<file path="config.mk">
export PLATFORM = sky130hd
export DESIGN_NAME = mixed_axis_step_interpolator_top
export DESIGN_NICKNAME = d
export VERILOG_FILES = /design/src/mxs_pkg.sv /design/src/mxs_move_plan.sv /design/src/mxs_tick.sv /design/src/mixed_axis_step_interpolator_top.sv
export SDC_FILE = /design/constraint.sdc
export NUM_CORES = 1
export LEC_CHECK = 0
export BUFFER_PORTS_ARGS = -buffer_cell sky130_fd_sc_hd__buf_2
export CAP_MARGIN = 10
export CORE_AREA = 2 2 229 209
export DETAILED_ROUTE_END_ITERATION = 12
export DIE_AREA = 0 0 231 211
export PLACE_DENSITY_LB_ADDON = 0.05
export SKIP_LAST_GASP = 1
export SLEW_MARGIN = 20
export SYNTH_ARGS = -nofsm -noshare
export SYNTH_HDL_FRONTEND = slang
export SYNTH_SLANG_ARGS = --single-unit
</file>
<file path="constraint.sdc">
create_clock -name clk -period 23.8 [get_ports clk]
set_clock_uncertainty 0.15 [all_clocks]
set_input_delay 2.38 -clock clk [delete_from_list [all_inputs] [get_ports clk]]
set_output_delay 2.38 -clock clk [all_outputs]
set_load 0.02 [all_outputs]
</file>
<file path="src/mxs_pkg.sv">
`timescale 1ns / 1ps
// ----------------------------------------------------------------------------
// mxs_pkg
// Shared widths, codes and record types of the mixed-axis step interpolator.
// ----------------------------------------------------------------------------
package mxs_pkg;

  // Longest move component is [-2^DELTA_BITS, 2^DELTA_BITS - 1]
  localparam int DELTA_BITS = 16;
  // Width of the tracked position, wraps modulo 2^POS_BITS
  localparam int POS_BITS   = 32;

  localparam int COORD_W = 32;               // coordinate port width
  localparam int DIFF_W  = COORD_W + 1;      // exact target minus position
  localparam int DLT_W   = DELTA_BITS + 1;   // cartesian delta, signed
  localparam int SUM_W   = DELTA_BITS + 2;   // motor delta, signed
  localparam int CNT_W   = DELTA_BITS + 2;   // motor step counts, unsigned
  localparam int ERR_W   = DELTA_BITS + 3;   // Bresenham error terms, signed

  typedef enum logic [1:0] {
    CMD_REL  = 2'd0,
    CMD_ABS  = 2'd1,
    CMD_TICK = 2'd2
  } cmd_t;

  typedef enum logic [1:0] {
    ST_OK    = 2'd0,
    ST_DONE  = 2'd1,
    ST_BUSY  = 2'd2,
    ST_RANGE = 2'd3
  } status_t;

  // Decoded move request
  typedef struct packed {
    logic                    ok;
    logic signed [DLT_W-1:0] dx;
    logic signed [DLT_W-1:0] dy;
    logic                    dir_l;
    logic                    dir_r;
    logic [CNT_W-1:0]        count_l;
    logic [CNT_W-1:0]        count_r;
    logic [CNT_W-1:0]        count_max;
  } move_plan_t;

  // Outcome of one interpolation tick
  typedef struct packed {
    logic                    step_l;
    logic                    step_r;
    logic signed [ERR_W-1:0] err_l;
    logic signed [ERR_W-1:0] err_r;
    logic                    done;
  } tick_res_t;

endpackage

</file>
<file path="src/mxs_move_plan.sv">
`timescale 1ns / 1ps
// ----------------------------------------------------------------------------
// mxs_move_plan
// Turns a relative or absolute move request into cartesian and motor deltas.
// ----------------------------------------------------------------------------
module mxs_move_plan (
  input  logic                                   is_abs,
  input  logic signed [mxs_pkg::COORD_W-1:0]     coord_x,
  input  logic signed [mxs_pkg::COORD_W-1:0]     coord_y,
  input  logic signed [mxs_pkg::POS_BITS-1:0]    pos_x,
  input  logic signed [mxs_pkg::POS_BITS-1:0]    pos_y,
  output mxs_pkg::move_plan_t                    plan
);

  logic signed [mxs_pkg::DIFF_W-1:0] diff_x;
  logic signed [mxs_pkg::DIFF_W-1:0] diff_y;
  logic                              ok_x;
  logic                              ok_y;
  logic signed [mxs_pkg::DLT_W-1:0]  dx;
  logic signed [mxs_pkg::DLT_W-1:0]  dy;
  logic signed [mxs_pkg::SUM_W-1:0]  sum_l;
  logic signed [mxs_pkg::SUM_W-1:0]  sum_r;
  logic        [mxs_pkg::CNT_W-1:0]  cnt_l;
  logic        [mxs_pkg::CNT_W-1:0]  cnt_r;

  always_comb begin
    if (is_abs) begin
      diff_x = mxs_pkg::DIFF_W'(coord_x) - mxs_pkg::DIFF_W'(pos_x);
      diff_y = mxs_pkg::DIFF_W'(coord_y) - mxs_pkg::DIFF_W'(pos_y);
    end else begin
      diff_x = mxs_pkg::DIFF_W'(coord_x);
      diff_y = mxs_pkg::DIFF_W'(coord_y);
    end
  end

  // In range when every bit from DELTA_BITS upward matches the sign
  assign ok_x = (&diff_x[mxs_pkg::DIFF_W-1:mxs_pkg::DELTA_BITS]) ||
                !(|diff_x[mxs_pkg::DIFF_W-1:mxs_pkg::DELTA_BITS]);
  assign ok_y = (&diff_y[mxs_pkg::DIFF_W-1:mxs_pkg::DELTA_BITS]) ||
                !(|diff_y[mxs_pkg::DIFF_W-1:mxs_pkg::DELTA_BITS]);

  assign dx = diff_x[mxs_pkg::DLT_W-1:0];
  assign dy = diff_y[mxs_pkg::DLT_W-1:0];

  assign sum_l = mxs_pkg::SUM_W'(dx) + mxs_pkg::SUM_W'(dy);
  assign sum_r = mxs_pkg::SUM_W'(dx) - mxs_pkg::SUM_W'(dy);

  assign cnt_l = sum_l[mxs_pkg::SUM_W-1] ? -sum_l : sum_l;
  assign cnt_r = sum_r[mxs_pkg::SUM_W-1] ? -sum_r : sum_r;

  always_comb begin
    plan.ok        = ok_x && ok_y;
    plan.dx        = dx;
    plan.dy        = dy;
    plan.dir_l     = !sum_l[mxs_pkg::SUM_W-1] && (sum_l != '0);
    plan.dir_r     = !sum_r[mxs_pkg::SUM_W-1] && (sum_r != '0);
    plan.count_l   = cnt_l;
    plan.count_r   = cnt_r;
    plan.count_max = (cnt_l > cnt_r) ? cnt_l : cnt_r;
  end

endmodule

</file>
<file path="src/mxs_tick.sv">
`timescale 1ns / 1ps
// ----------------------------------------------------------------------------
// mxs_tick
// One Bresenham iteration for both motors on the registered error terms.
// ----------------------------------------------------------------------------
module mxs_tick (
  input  logic        [mxs_pkg::CNT_W-1:0]  count_l,
  input  logic        [mxs_pkg::CNT_W-1:0]  count_r,
  input  logic        [mxs_pkg::CNT_W-1:0]  count_max,
  input  logic        [mxs_pkg::CNT_W-1:0]  ticks_left,
  input  logic signed [mxs_pkg::ERR_W-1:0]  err_l,
  input  logic signed [mxs_pkg::ERR_W-1:0]  err_r,
  output mxs_pkg::tick_res_t                res
);

  logic signed [mxs_pkg::ERR_W-1:0] cl_s;
  logic signed [mxs_pkg::ERR_W-1:0] cr_s;
  logic signed [mxs_pkg::ERR_W-1:0] cm_s;
  logic                             ge_l;
  logic                             ge_r;

  // counts are unsigned, so widen with zeros
  assign cl_s = mxs_pkg::ERR_W'(count_l);
  assign cr_s = mxs_pkg::ERR_W'(count_r);
  assign cm_s = mxs_pkg::ERR_W'(count_max);

  assign ge_l = err_l >= cl_s;
  assign ge_r = err_r >= cr_s;

  always_comb begin
    res.step_l = ge_l && (count_l != '0);
    res.step_r = ge_r && (count_r != '0);
    res.err_l  = (ge_l ? err_l - cm_s : err_l) + cl_s;
    res.err_r  = (ge_r ? err_r - cm_s : err_r) + cr_s;
    res.done   = ticks_left <= mxs_pkg::CNT_W'(1);
  end

endmodule

</file>
<file path="src/mixed_axis_step_interpolator_top.sv">
`timescale 1ns / 1ps
// ----------------------------------------------------------------------------
// mixed_axis_step_interpolator_top
// Two-motor Bresenham step interpolator for an H-bot style plotter.
// ----------------------------------------------------------------------------
// Each request is a relative move, an absolute move or one interpolation
// tick. A move is mapped to motor deltas left = dx+dy and right = dx-dy and
// then driven out by tick requests, one Bresenham iteration per tick, over
// max(|left|,|right|) ticks; the tracked position advances on the last tick.
// Moves given while a move runs are refused with the busy status, moves whose
// delta exceeds the DELTA_BITS range are refused with the range status.
// Throughput is one request per clock unless the response side stalls: all
// of the work for a request is one pass of combinational logic (move decode
// or one compare/subtract/add per motor) between the request register and
// the response register, and the state it updates is ready for the next
// request in the following cycle. A request passes the request register and
// then the response register, which decouples the two sides: requests keep
// flowing while a response waits, and a stall backs up only once both hold.
// ----------------------------------------------------------------------------
module mixed_axis_step_interpolator_top (
  input  logic                                 clk,
  input  logic                                 rst,
  // request channel
  input  logic                                 cmd_valid,
  output logic                                 cmd_stall,
  input  logic [1:0]                           cmd,
  input  logic signed [mxs_pkg::COORD_W-1:0]   coord_x,
  input  logic signed [mxs_pkg::COORD_W-1:0]   coord_y,
  // response channel
  output logic                                 res_valid,
  input  logic                                 res_stall,
  output logic                                 step_left,
  output logic                                 step_right,
  output logic                                 dir_left,
  output logic                                 dir_right,
  output logic                                 busy_res,
  output logic [1:0]                           status,
  output logic signed [mxs_pkg::COORD_W-1:0]   pos_x_out,
  output logic signed [mxs_pkg::COORD_W-1:0]   pos_y_out
);

  // request register
  logic                                in_v;
  logic [1:0]                          in_cmd;
  logic signed [mxs_pkg::COORD_W-1:0]  in_cx;
  logic signed [mxs_pkg::COORD_W-1:0]  in_cy;

  // interpolator state
  logic signed [mxs_pkg::POS_BITS-1:0] pos_x, pos_x_next;
  logic signed [mxs_pkg::POS_BITS-1:0] pos_y, pos_y_next;
  logic signed [mxs_pkg::DLT_W-1:0]    pending_dx, pending_dx_next;
  logic signed [mxs_pkg::DLT_W-1:0]    pending_dy, pending_dy_next;
  logic [mxs_pkg::CNT_W-1:0]           count_left, count_left_next;
  logic [mxs_pkg::CNT_W-1:0]           count_right, count_right_next;
  logic [mxs_pkg::CNT_W-1:0]           count_max, count_max_next;
  logic signed [mxs_pkg::ERR_W-1:0]    err_left, err_left_next;
  logic signed [mxs_pkg::ERR_W-1:0]    err_right, err_right_next;
  logic [mxs_pkg::CNT_W-1:0]           ticks_left, ticks_left_next;
  logic                                dir_left_reg, dir_left_reg_next;
  logic                                dir_right_reg, dir_right_reg_next;
  logic                                moving, moving_next;

  logic                                res_free;
  logic                                fire;
  logic                                sl, sr;
  mxs_pkg::status_t                    st;
  mxs_pkg::move_plan_t                 plan;
  mxs_pkg::tick_res_t                  tick;
  logic signed [mxs_pkg::ERR_W-1:0]    half_max;

  // response register can take a new entry when empty or being drained
  assign res_free  = !res_valid || !res_stall;
  assign fire      = in_v && res_free;
  assign cmd_stall = in_v && !res_free;

  mxs_move_plan u_plan (
    .is_abs  (in_cmd == mxs_pkg::CMD_ABS),
    .coord_x (in_cx),
    .coord_y (in_cy),
    .pos_x   (pos_x),
    .pos_y   (pos_y),
    .plan    (plan)
  );

  mxs_tick u_tick (
    .count_l    (count_left),
    .count_r    (count_right),
    .count_max  (count_max),
    .ticks_left (ticks_left),
    .err_l      (err_left),
    .err_r      (err_right),
    .res        (tick)
  );

  // both error terms start at half the longer count, rounded down
  assign half_max = mxs_pkg::ERR_W'(plan.count_max >> 1);

  always_comb begin
    pos_x_next         = pos_x;
    pos_y_next         = pos_y;
    pending_dx_next    = pending_dx;
    pending_dy_next    = pending_dy;
    count_left_next    = count_left;
    count_right_next   = count_right;
    count_max_next     = count_max;
    err_left_next      = err_left;
    err_right_next     = err_right;
    ticks_left_next    = ticks_left;
    dir_left_reg_next  = dir_left_reg;
    dir_right_reg_next = dir_right_reg;
    moving_next        = moving;
    sl                 = 1'b0;
    sr                 = 1'b0;
    st                 = mxs_pkg::ST_OK;

    if (fire) begin
      case (in_cmd)
        mxs_pkg::CMD_REL, mxs_pkg::CMD_ABS: begin
          if (moving) begin
            st = mxs_pkg::ST_BUSY;
          end else if (!plan.ok) begin
            st = mxs_pkg::ST_RANGE;
          end else begin
            pending_dx_next    = plan.dx;
            pending_dy_next    = plan.dy;
            dir_left_reg_next  = plan.dir_l;
            dir_right_reg_next = plan.dir_r;
            count_left_next    = plan.count_l;
            count_right_next   = plan.count_r;
            count_max_next     = plan.count_max;
            err_left_next      = half_max;
            err_right_next     = half_max;
            ticks_left_next    = plan.count_max;
            // zero-length move finishes at once, position unchanged
            if (plan.count_max == '0) begin
              moving_next = 1'b0;
              st          = mxs_pkg::ST_DONE;
            end else begin
              moving_next = 1'b1;
            end
          end
        end
        mxs_pkg::CMD_TICK: begin
          if (moving) begin
            sl              = tick.step_l;
            sr              = tick.step_r;
            err_left_next   = tick.err_l;
            err_right_next  = tick.err_r;
            ticks_left_next = ticks_left - mxs_pkg::CNT_W'(1);
            if (tick.done) begin
              ticks_left_next = '0;
              moving_next     = 1'b0;
              pos_x_next      = pos_x + mxs_pkg::POS_BITS'(pending_dx);
              pos_y_next      = pos_y + mxs_pkg::POS_BITS'(pending_dy);
              st              = mxs_pkg::ST_DONE;
            end
          end
        end
        default: begin
        end
      endcase
    end
  end

  // request register
  always_ff @(posedge clk) begin
    if (rst) begin
      in_v <= 1'b0;
    end else if (!cmd_stall) begin
      in_v <= cmd_valid;
    end
    if (cmd_valid && !cmd_stall) begin
      in_cmd <= cmd;
      in_cx  <= coord_x;
      in_cy  <= coord_y;
    end
  end

  // interpolator state
  always_ff @(posedge clk) begin
    if (rst) begin
      pos_x         <= '0;
      pos_y         <= '0;
      pending_dx    <= '0;
      pending_dy    <= '0;
      count_left    <= '0;
      count_right   <= '0;
      count_max     <= '0;
      err_left      <= '0;
      err_right     <= '0;
      ticks_left    <= '0;
      dir_left_reg  <= 1'b0;
      dir_right_reg <= 1'b0;
      moving        <= 1'b0;
    end else begin
      pos_x         <= pos_x_next;
      pos_y         <= pos_y_next;
      pending_dx    <= pending_dx_next;
      pending_dy    <= pending_dy_next;
      count_left    <= count_left_next;
      count_right   <= count_right_next;
      count_max     <= count_max_next;
      err_left      <= err_left_next;
      err_right     <= err_right_next;
      ticks_left    <= ticks_left_next;
      dir_left_reg  <= dir_left_reg_next;
      dir_right_reg <= dir_right_reg_next;
      moving        <= moving_next;
    end
  end

  // response register
  always_ff @(posedge clk) begin
    if (rst) begin
      res_valid <= 1'b0;
    end else if (res_free) begin
      res_valid <= in_v;
    end
    if (fire) begin
      step_left  <= sl;
      step_right <= sr;
      dir_left   <= dir_left_reg_next;
      dir_right  <= dir_right_reg_next;
      busy_res   <= moving_next;
      status     <= st;
      pos_x_out  <= mxs_pkg::COORD_W'(pos_x_next);
      pos_y_out  <= mxs_pkg::COORD_W'(pos_y_next);
    end
  end

endmodule
</file>
======== Word-level counts from Yosys, hierarchy flattened ========
Index checks and enable logic that the tools add are counted.
word-level totals
  output and inout bits ................... 73
  bits in registers ....................... 350
cells by class
  reductions and logical operators ........ 34
  mux-type cells .......................... 47
  bitwise gates (word level) .............. 1
  $lt $le $gt $ge ......................... 4
  add/subtract/negate cells ............... 13
  eq/ne operators ......................... 5
operators by type and width
  operator                                              count
  two-way mux 32 bit                                    8
  two-way mux 18 bit                                    7
  two-way mux 19 bit                                    6
  case mux 19 bit (2 select lines)                      2
  nonzero test 18 bit                                   4
  two-way mux 33 bit                                    2
  subtractor 32 x 32 -> 33 bit                          2
  adder 32 x 17 -> 32 bit                               2
  adder 19 bit                                          2
  greater-or-equal comparator 19 bit                    2
  subtractor 19 bit                                     2
  negation 18 bit                                       2
  case mux 18 bit (2 select lines)                      1
  AND reduction 17 bit                                  2
  OR reduction 17 bit                                   2
  adder 17 x 17 -> 18 bit                               1
  greater-than comparator 18 bit                        1
  <= comparator 18 x 1 -> 1 bit, second input constant  1
  logical NOT 18 bit                                    1
  subtractor 17 x 17 -> 18 bit                          1
  subtractor 18 x 1 -> 18 bit, second input constant    1
  two-way mux 1 bit                                     17
  logical AND 1 bit                                     8
  logical NOT 1 bit                                     8
  14 further kinds                                      19

======== Longest topological paths before layout ========
Gate-level depths: netlist (run 1).
  word-level depth ........................ 13
  gate-level depth with buffers ........... 39

======== By module ========
A second synthesis (run 1) with hierarchy kept.
unflattened totals
  cells, all modules ...................... 3480
  area total of the unflattened synthesis .. 28391.0 µm²
modules (own cells, without submodules)
  module                            cells an instance  area each (µm²)  instances  sequential area each (µm²)
  mixed_axis_step_interpolator_top  1638               15772.6          1          8378.0
  mxs_move_plan                     1178               7917.6           1          0.0
  mxs_tick                          664                4700.8           1          0.0

======== Worst setup path after synthesis (run 1) ========
No wires, ideal clock.
  path kind ............................... register to register
  from .................................... register in_cmd[1]
  to ...................................... register busy_res, data pin
  path buffers ............................ 10
  stages on the path, launching flop included .. 35
  setup time .............................. 0.268 ns
  data required time ...................... 23.382 ns
  arrival time ............................ 7.752 ns
  slack ................................... 15.630 ns
  cells stage by stage .................... edfxtp_1 nand2b_1 clkbuf_1 clkbuf_1 clkbuf_1 buf_1 clkbuf_1 buf_1 nand2_1 o21ai_0 ha_1 clkbuf_1 a221oi_1 o21ai_0 a21oi_1 a21oi_1 o21ai_0 clkbuf_1 clkbuf_1 nor2_1 xor2_1 inv_1 ha_1 and3_1 nand3_1 nor4_1 a21oi_1 o21ai_0 a41oi_1 clkbuf_1 mux2_2 nor4_1 nand3_1 o31ai_1 a21oi_1
RTL lines
  item                    RTL line                                 source
  start, declared         mixed_axis_step_interpolator_top.sv:44   logic [1:0] in_cmd;
  start signal, assigned  mixed_axis_step_interpolator_top.sv:173  in_cmd <= cmd;
  end signal, assigned    mixed_axis_step_interpolator_top.sv:224  busy_res <= moving_next;
  end, declared           mixed_axis_step_interpolator_top.sv:36   output logic busy_res,

==> impl_metrics.json, run 1 <==
{
  "outcome": "finished, final reports clean",
  "required_ps": 23950,
  "p_comb_share_pct": 33.5,
  "dp_cells": 3990,
  "post_drt_wl_per_cell_um": 21.34,
  "multi_input_area_um2": 17830,
  "internal_power_mw": 1.247,
  "synthesis.area_um2": 27550,
  "final_cells": 4065,
  "rsz0062_at_grt": "no",
  "regArea_um2": 8338,
  "grt.total_usage_pct": 34.95,
  "max-vdd-ir-drop_mv": 0.06953,
  "drc_errors": 0,
  "reg2reg_from": "pos_x[1]",
  "worstPathArrival_ps": 10370,
  "cts_made_buffers": 40,
  "maxSlewViolCount": 0,
  "worst_setup_hold_path_clk_slew_ps": 70,
  "yosys.area.top_type": "dfxtp_1",
  "yosysWarningCount": 0,
  "cts_hold_buf": 0,
  "first_iter_violations": 2534,
  "grt_pass1_wl_um": 135200,
  "fin_setup_tns_ps": 0,
  "cts_root_buf": "clkbuf_16",
  "endpoint_kind": "flop",
  "async_reset_ff_share_pct": 0,
  "syn_area_per_cell_um2": 8.250,
  "dp_worst_setup_slack_ps": 13990,
  "min_delay_path_depth": 2,
  "grt_max_degree": 86,
  "final_layout_size_suffix_gt1_share_pct": 9.223,
  "p_switching_mw": 0.7099,
  "dpl_cell_area_um2": 28780,
  "seqPwrFrac_pct": 32.6,
  "hold_end": "count_max[8]",
  "max_freq_mhz": 97.89,
  "slew_headroom_pct": 22.54,
  "worst_slack_ps": 13580,
  "p_clk_share_pct": 33.9,
  "cts_resized": 0,
  "tightest_slew_ps": 1133,
  "cp_slowest_cell": "a41oi_2",
  "via_per_inst": 6.392,
  "grt_pass1_vias": 24280,
  "cts_tree": "done",
  "final_nets": 3783,
  "cts_setup_buffers": 0,
  "period_needed_ps": 10220,
  "fp.dieW_um": 231,
  "dp_hpwl_um": 64790,
  "syn-instance-count": 3339,
  "timing.max_cap.violations": 0,
  "place_congestion": 0.9733,
  "htreeDepth": 2,
  "fillers": 3978,
  "cp_slowest_stage_delay_ps": 650,
  "p_total_mw": 1.957,
  "hp-start": "count_max[8]",
  "wirelength_um": 86740,
  "r2r_end": "busy_res",
  "worstPathMaxFanout": 13,
  "cts_buffer_depth": 3,
  "ys_seq_area_share_pct": 30.27,
  "synth_top_area_share_pct": 15.33,
  "syn_nets": 3706,
  "yosysUniqueCellTypes": 80,
  "synth-edff-count": 137,
  "area_delta_synth_final_pct": 9.530,
  "synth_flop_cell": "dfxtp_1",
  "design.die.area_um2": 48740,
  "period_share_pct": 42.92,
  "firstDrtPassIters": 6,
  "die_h_um": 211,
  "synthTopCellsByArea": "dfxtp_1 15%, edfxtp_1 15%, ha_1 13%",
  "setup_viol": 0,
  "powerDensity_nw_per_um2": 64.87,
  "worstRegToRegCells": 31,
  "r2r_setup_slack_ps": 13580,
  "cp-start-kind": "flop",
  "drtAntennaViolNets": 0,
  "synth_seq_cells": 348,
  "final_area_um2": 30170,
  "p_leak_nw": 12.42,
  "io_buffers": 142,
  "cts_sinks": 348,
  "initial_utilization_pct": 59.66,
  "hold_class": "flop to flop",
  "grt-ovfl-total": 0,
  "final_hold_viol_count": 0,
  "core_um2": 46170,
  "grt_antenna_before_repair": 1,
  "rows": 75,
  "ioPinCount": 143,
  "clk_latency_ps": 580,
  "vias": 25980,
  "critPathKind": "flop to flop",
  "switching_share_pct": 36.27
}
## stage by stage
stage	hold WS [ps]	utilization (%)
floorplan	281.9	-
global placement	293.8	62.34
detailed placement	297.3	62.34
CTS	304.3	65.34
global route	315.2	65.35
finish	307.3	65.35
## final cells by class
class,count,share of cell area (%)
flip-flops and latches,348,27.64
inverters,240,2.990
well taps,616,2.555
multi-input cells,2614,59.11
clock inverters,26,1.033
repair buffers,172,3.110
clock buffers,48,3.554
diodes,1,0.008294
## worst max-delay path, delay by kind of cell (launching register included)
family,cells,cell delay (ps)
AO/OA/AOI/OAI,15,4800
AND/OR/NAND/NOR,10,2800
adder cells (fa/ha/maj),3,1080
multiplexers,1,440
flip-flops,1,400
XOR/XNOR,1,140
buffers and inverters,1,100
## worst max-delay path by stage
stage / start / end / slack (ps) / cells after the start
global route: in_cx[0] / busy_res / 12990 / 28
CTS: pos_x[1] / busy_res / 13950 / 31
detailed placement: pos_x[1] / busy_res / 13990 / 31
floorplan: in_cmd[1] / busy_res / 15630 / 34
finish: pos_x[1] / busy_res / 13580 / 31
global placement: in_cx[0] / busy_res / 14460 / 28
## placed cells by master (no fill, tap or decap), drive strengths merged, types with 38 or more instances in the layout
| cell | count |
|---|---|
| a21o | 74 |
| nor3 | 102 |
| nor2 | 215 |
| xnor2 | 142 |
| nand3 | 88 |
| a211oi | 85 |
| buf | 172 |
| dfxtp | 211 |
| mux2 | 43 |
| a21oi | 254 |
| edfxtp | 137 |
| and3 | 38 |
| clkbuf | 48 |
| o21ai | 223 |
| xor2 | 59 |
| ha | 287 |
| nand2 | 341 |
| inv | 244 |
| and2 | 82 |
## Yosys cell counts (37+ instances only)
cell,count
a21o_1,74
dfxtp_1,211
inv_1,240
and2_1,82
mux2_2,42
edfxtp_1,137
a211oi_1,85
and3_1,38
nand2_1,341
a21oi_1,254
a311oi_1,37
nand3_1,88
clkbuf_1,115
xnor2_1,142
ha_1,287
xor2_1,59
nor3_1,102
o21bai_1,37
o21ai_0,205
nor2_1,215
o21a_1,37
## layer usage
metal | GRT usage [%] | share of wire [%] | up-vias
met1 | 51.61 | 46 | 12320
met3 | 5.737 | 8.8 | 152
met2 | 52.43 | 42 | 1192
met5 | 0 | 0 | -
li1 | - | - | 12320
met4 | 10.03 | 2.4 | 0
## kinds of logic (layout without fill, tap and decap cells)
family	count (synthesis)	count (layout)	synth area share, %
adder cells (fa/ha/maj)	297	297	13.76
AO/OA/AOI/OAI	957	957	22.56
flip-flops	348	348	30.27
AND/OR/NAND/NOR	1100	1100	19.47
XOR/XNOR	201	201	6.391
multiplexers	59	59	2.339
other	0	1	0
buffers and inverters	377	486	5.206
## power by group through the flow
stage | Sequential, mW | Combinational [mW] | Clock [mW]
finish | 0.639 | 0.655 | 0.663
global route | 0.640 | 0.700 | 0.690
CTS | 0.639 | 0.633 | 0.670
detailed placement | 0.652 | 0.627 | 0
global placement | 0.652 | 0.616 | 0
floorplan | 0.655 | 0.438 | 0
Power figures use the tool's default switching activity.
==> inputs of run 2 (changes only) <==
clock period = 9.6 ns   (was 23.8 ns; I/O delays follow)
==> run 2 against run 1 <==
Sequential cell count stayed put. Non-clock buffer count is 13 higher. Utilization is 0.095 points higher. Wire length is 0.50% lower. Worst hold slack worse by 0.55 ps. Cell area is 0.15% higher. Cell count is 0.32% higher. Sequential power is 150% higher. Sequential share of layout area hardly changed. Worst setup slack worse by 13000 ps. Largest cell class unchanged.
==> impl_metrics.json, run 2 (synthesis gave the netlist of run 1 again) <==
{
  "outcome": "finished, final reports clean",
  "final_hold_viol_count": 0,
  "wirelength_um": 86310,
  "setup_viol": 0,
  "cp_slowest_stage_delay_ps": 670,
  "cts_root_buf": "clkbuf_16",
  "hold_class": "flop to flop",
  "crit_top_cell": "a21oi_1",
  "slew_headroom_pct": 24.35,
  "period_share_pct": 94.71,
  "cts_sinks": 348,
  "worstPathMaxFanout": 12,
  "crit_family": "compound AO/OA/AOI/OAI gates",
  "drc_errors": 0,
  "timing.max_cap.violations": 0,
  "vias": 26020,
  "path_buf_inv": 3,
  "max-vdd-ir-drop_mv": 0.1700,
  "grt-ovfl-total": 0,
  "final_nets": 3796,
  "dpl_cell_area_um2": 28880,
  "holdWs_ps": 306.8,
  "layout_commonest_cell": "nand2_1",
  "cts_tree": "done",
  "final_area_um2": 30210,
  "worstRegToRegCells": 32,
  "powerDensity_nw_per_um2": 158.3,
  "clk_latency_ps": 580,
  "r2r_setup_slack_ps": 510,
  "hp-start": "pending_dy[0]",
  "critPathKind": "flop to flop",
  "final_layout_size_suffix_gt1_share_pct": 9.621,
  "fp.dieW_um": 231,
  "cts_buffer_depth": 3,
  "firstDrtPassIters": 6,
  "htreeDepth": 2,
  "worstPathArrival_ps": 9250,
  "cp-start-kind": "flop",
  "cp_slowest_cell": "a2111oi_0",
  "endpoint_kind": "flop",
  "tightest_slew_ps": 1131,
  "first_iter_violations": 2555,
  "post_drt_wl_per_cell_um": 21.17,
  "initial_utilization_pct": 59.66,
  "dp_worst_setup_slack_ps": 212.9,
  "fillers": 4001,
  "final_cell_mix": "340 x nand2_1, 287 x ha_1, 253 x a21oi_1",
  "fin_setup_tns_ps": 0,
  "grt.total_usage_pct": 34.68,
  "maxSlewViolCount": 0,
  "p_leak_nw": 12.45,
  "via_per_inst": 6.380,
  "drtAntennaViolNets": 0,
  "grt_max_degree": 85,
  "area_delta_synth_final_pct": 9.689,
  "min_delay_path_depth": 2,
  "grt_antenna_before_repair": 1,
  "reg2reg_from": "in_cy[0]",
  "rows": 75,
  "cts_hold_buf": 0,
  "regArea_um2": 8338,
  "hold_end": "pending_dy[0]",
  "dp_hpwl_um": 63930,
  "cp_num_cells": 32,
  "r2r_end": "busy_res",
  "io_buffers": 142,
  "grt_pass1_wl_um": 134600,
  "worst_setup_hold_path_clk_slew_ps": 60,
  "place_congestion": 0.9777,
  "period_needed_ps": 9092,
  "multi_input_area_um2": 17880,
  "max_freq_mhz": 110.0,
  "die_h_um": 211,
  "design.die.area_um2": 48740,
  "core_um2": 46170,
  "required_ps": 9760,
  "cts_made_buffers": 40,
  "worst_slack_ps": 507.9,
  "grt_pass1_vias": 24270,
  "ioPinCount": 143
}
run 2: cell count changes in the layout (fill, tap and decap cells not counted), moves of 3 or more:
cell,change
buf_4,+13
clkinv_1,+4
clkinv_2,+4
bufinv_16,-3
inv_6,-3
run 2: worst max-delay path by stage:
stage / start / slack, ps / end
finish: in_cy[0] / 510 / busy_res
global route: pos_x[1] / -80 / busy_res
CTS: pos_x[1] / 140 / busy_res
detailed placement: pos_x[1] / 210 / busy_res
global placement: pos_x[1] / 450 / busy_res
floorplan: in_cmd[1] / 1430 / busy_res
run 2: metal layers:
metal | GRT usage [%] | vias up | wire length (um)
li1 | - | 12350 | -
met1 | 51.75 | 12340 | 40370
met2 | 51.18 | 1174 | 36170
met3 | 5.818 | 150 | 7807
met4 | 10.12 | 0 | 1965
met5 | 0 | - | 0
run 2: cell type report:
type	instances	area share, %
antenna	1	0.008282
timing repair buffer	185	3.429
clock inverter	27	0.7371
tap	616	2.551
multi-input combinational	2614	59.19
clock buffer	47	3.503
sequential	348	27.60
inverter	240	2.986
run 2: repair_timing:
item / 4_1_cts / 5_1_grt
endpoints found under the setup margin: 0 / 5
gates resized for setup: 0 / 8
buffers inserted: 0 / 0
run 2: through the flow:
step	power, mW	instances	utilization [%]
after floorplan	2.710	3339	-
final	4.784	4078	65.44
after global placement	3.162	4003	62.56
after CTS	4.723	4077	65.33
after detailed placement	3.185	4003	62.56
after global routing	4.980	4078	65.44
run 2: where the power goes:
group,internal (mW),switching (mW)
registers,1.56,0.0201
logic,0.592,1.07
clock network,0.873,0.668
run 2: worst register-to-register path: cells and delay by family (launching register included):
family	cells	cell delay (ps)
muxes	1	400
DFF	1	340
AOI/OAI and AO/OA	17	4340
xor gates and xnor gates	2	340
buffers and inverters	3	290
and+or+nand+nor	5	1680
adders and majority gates	4	1300
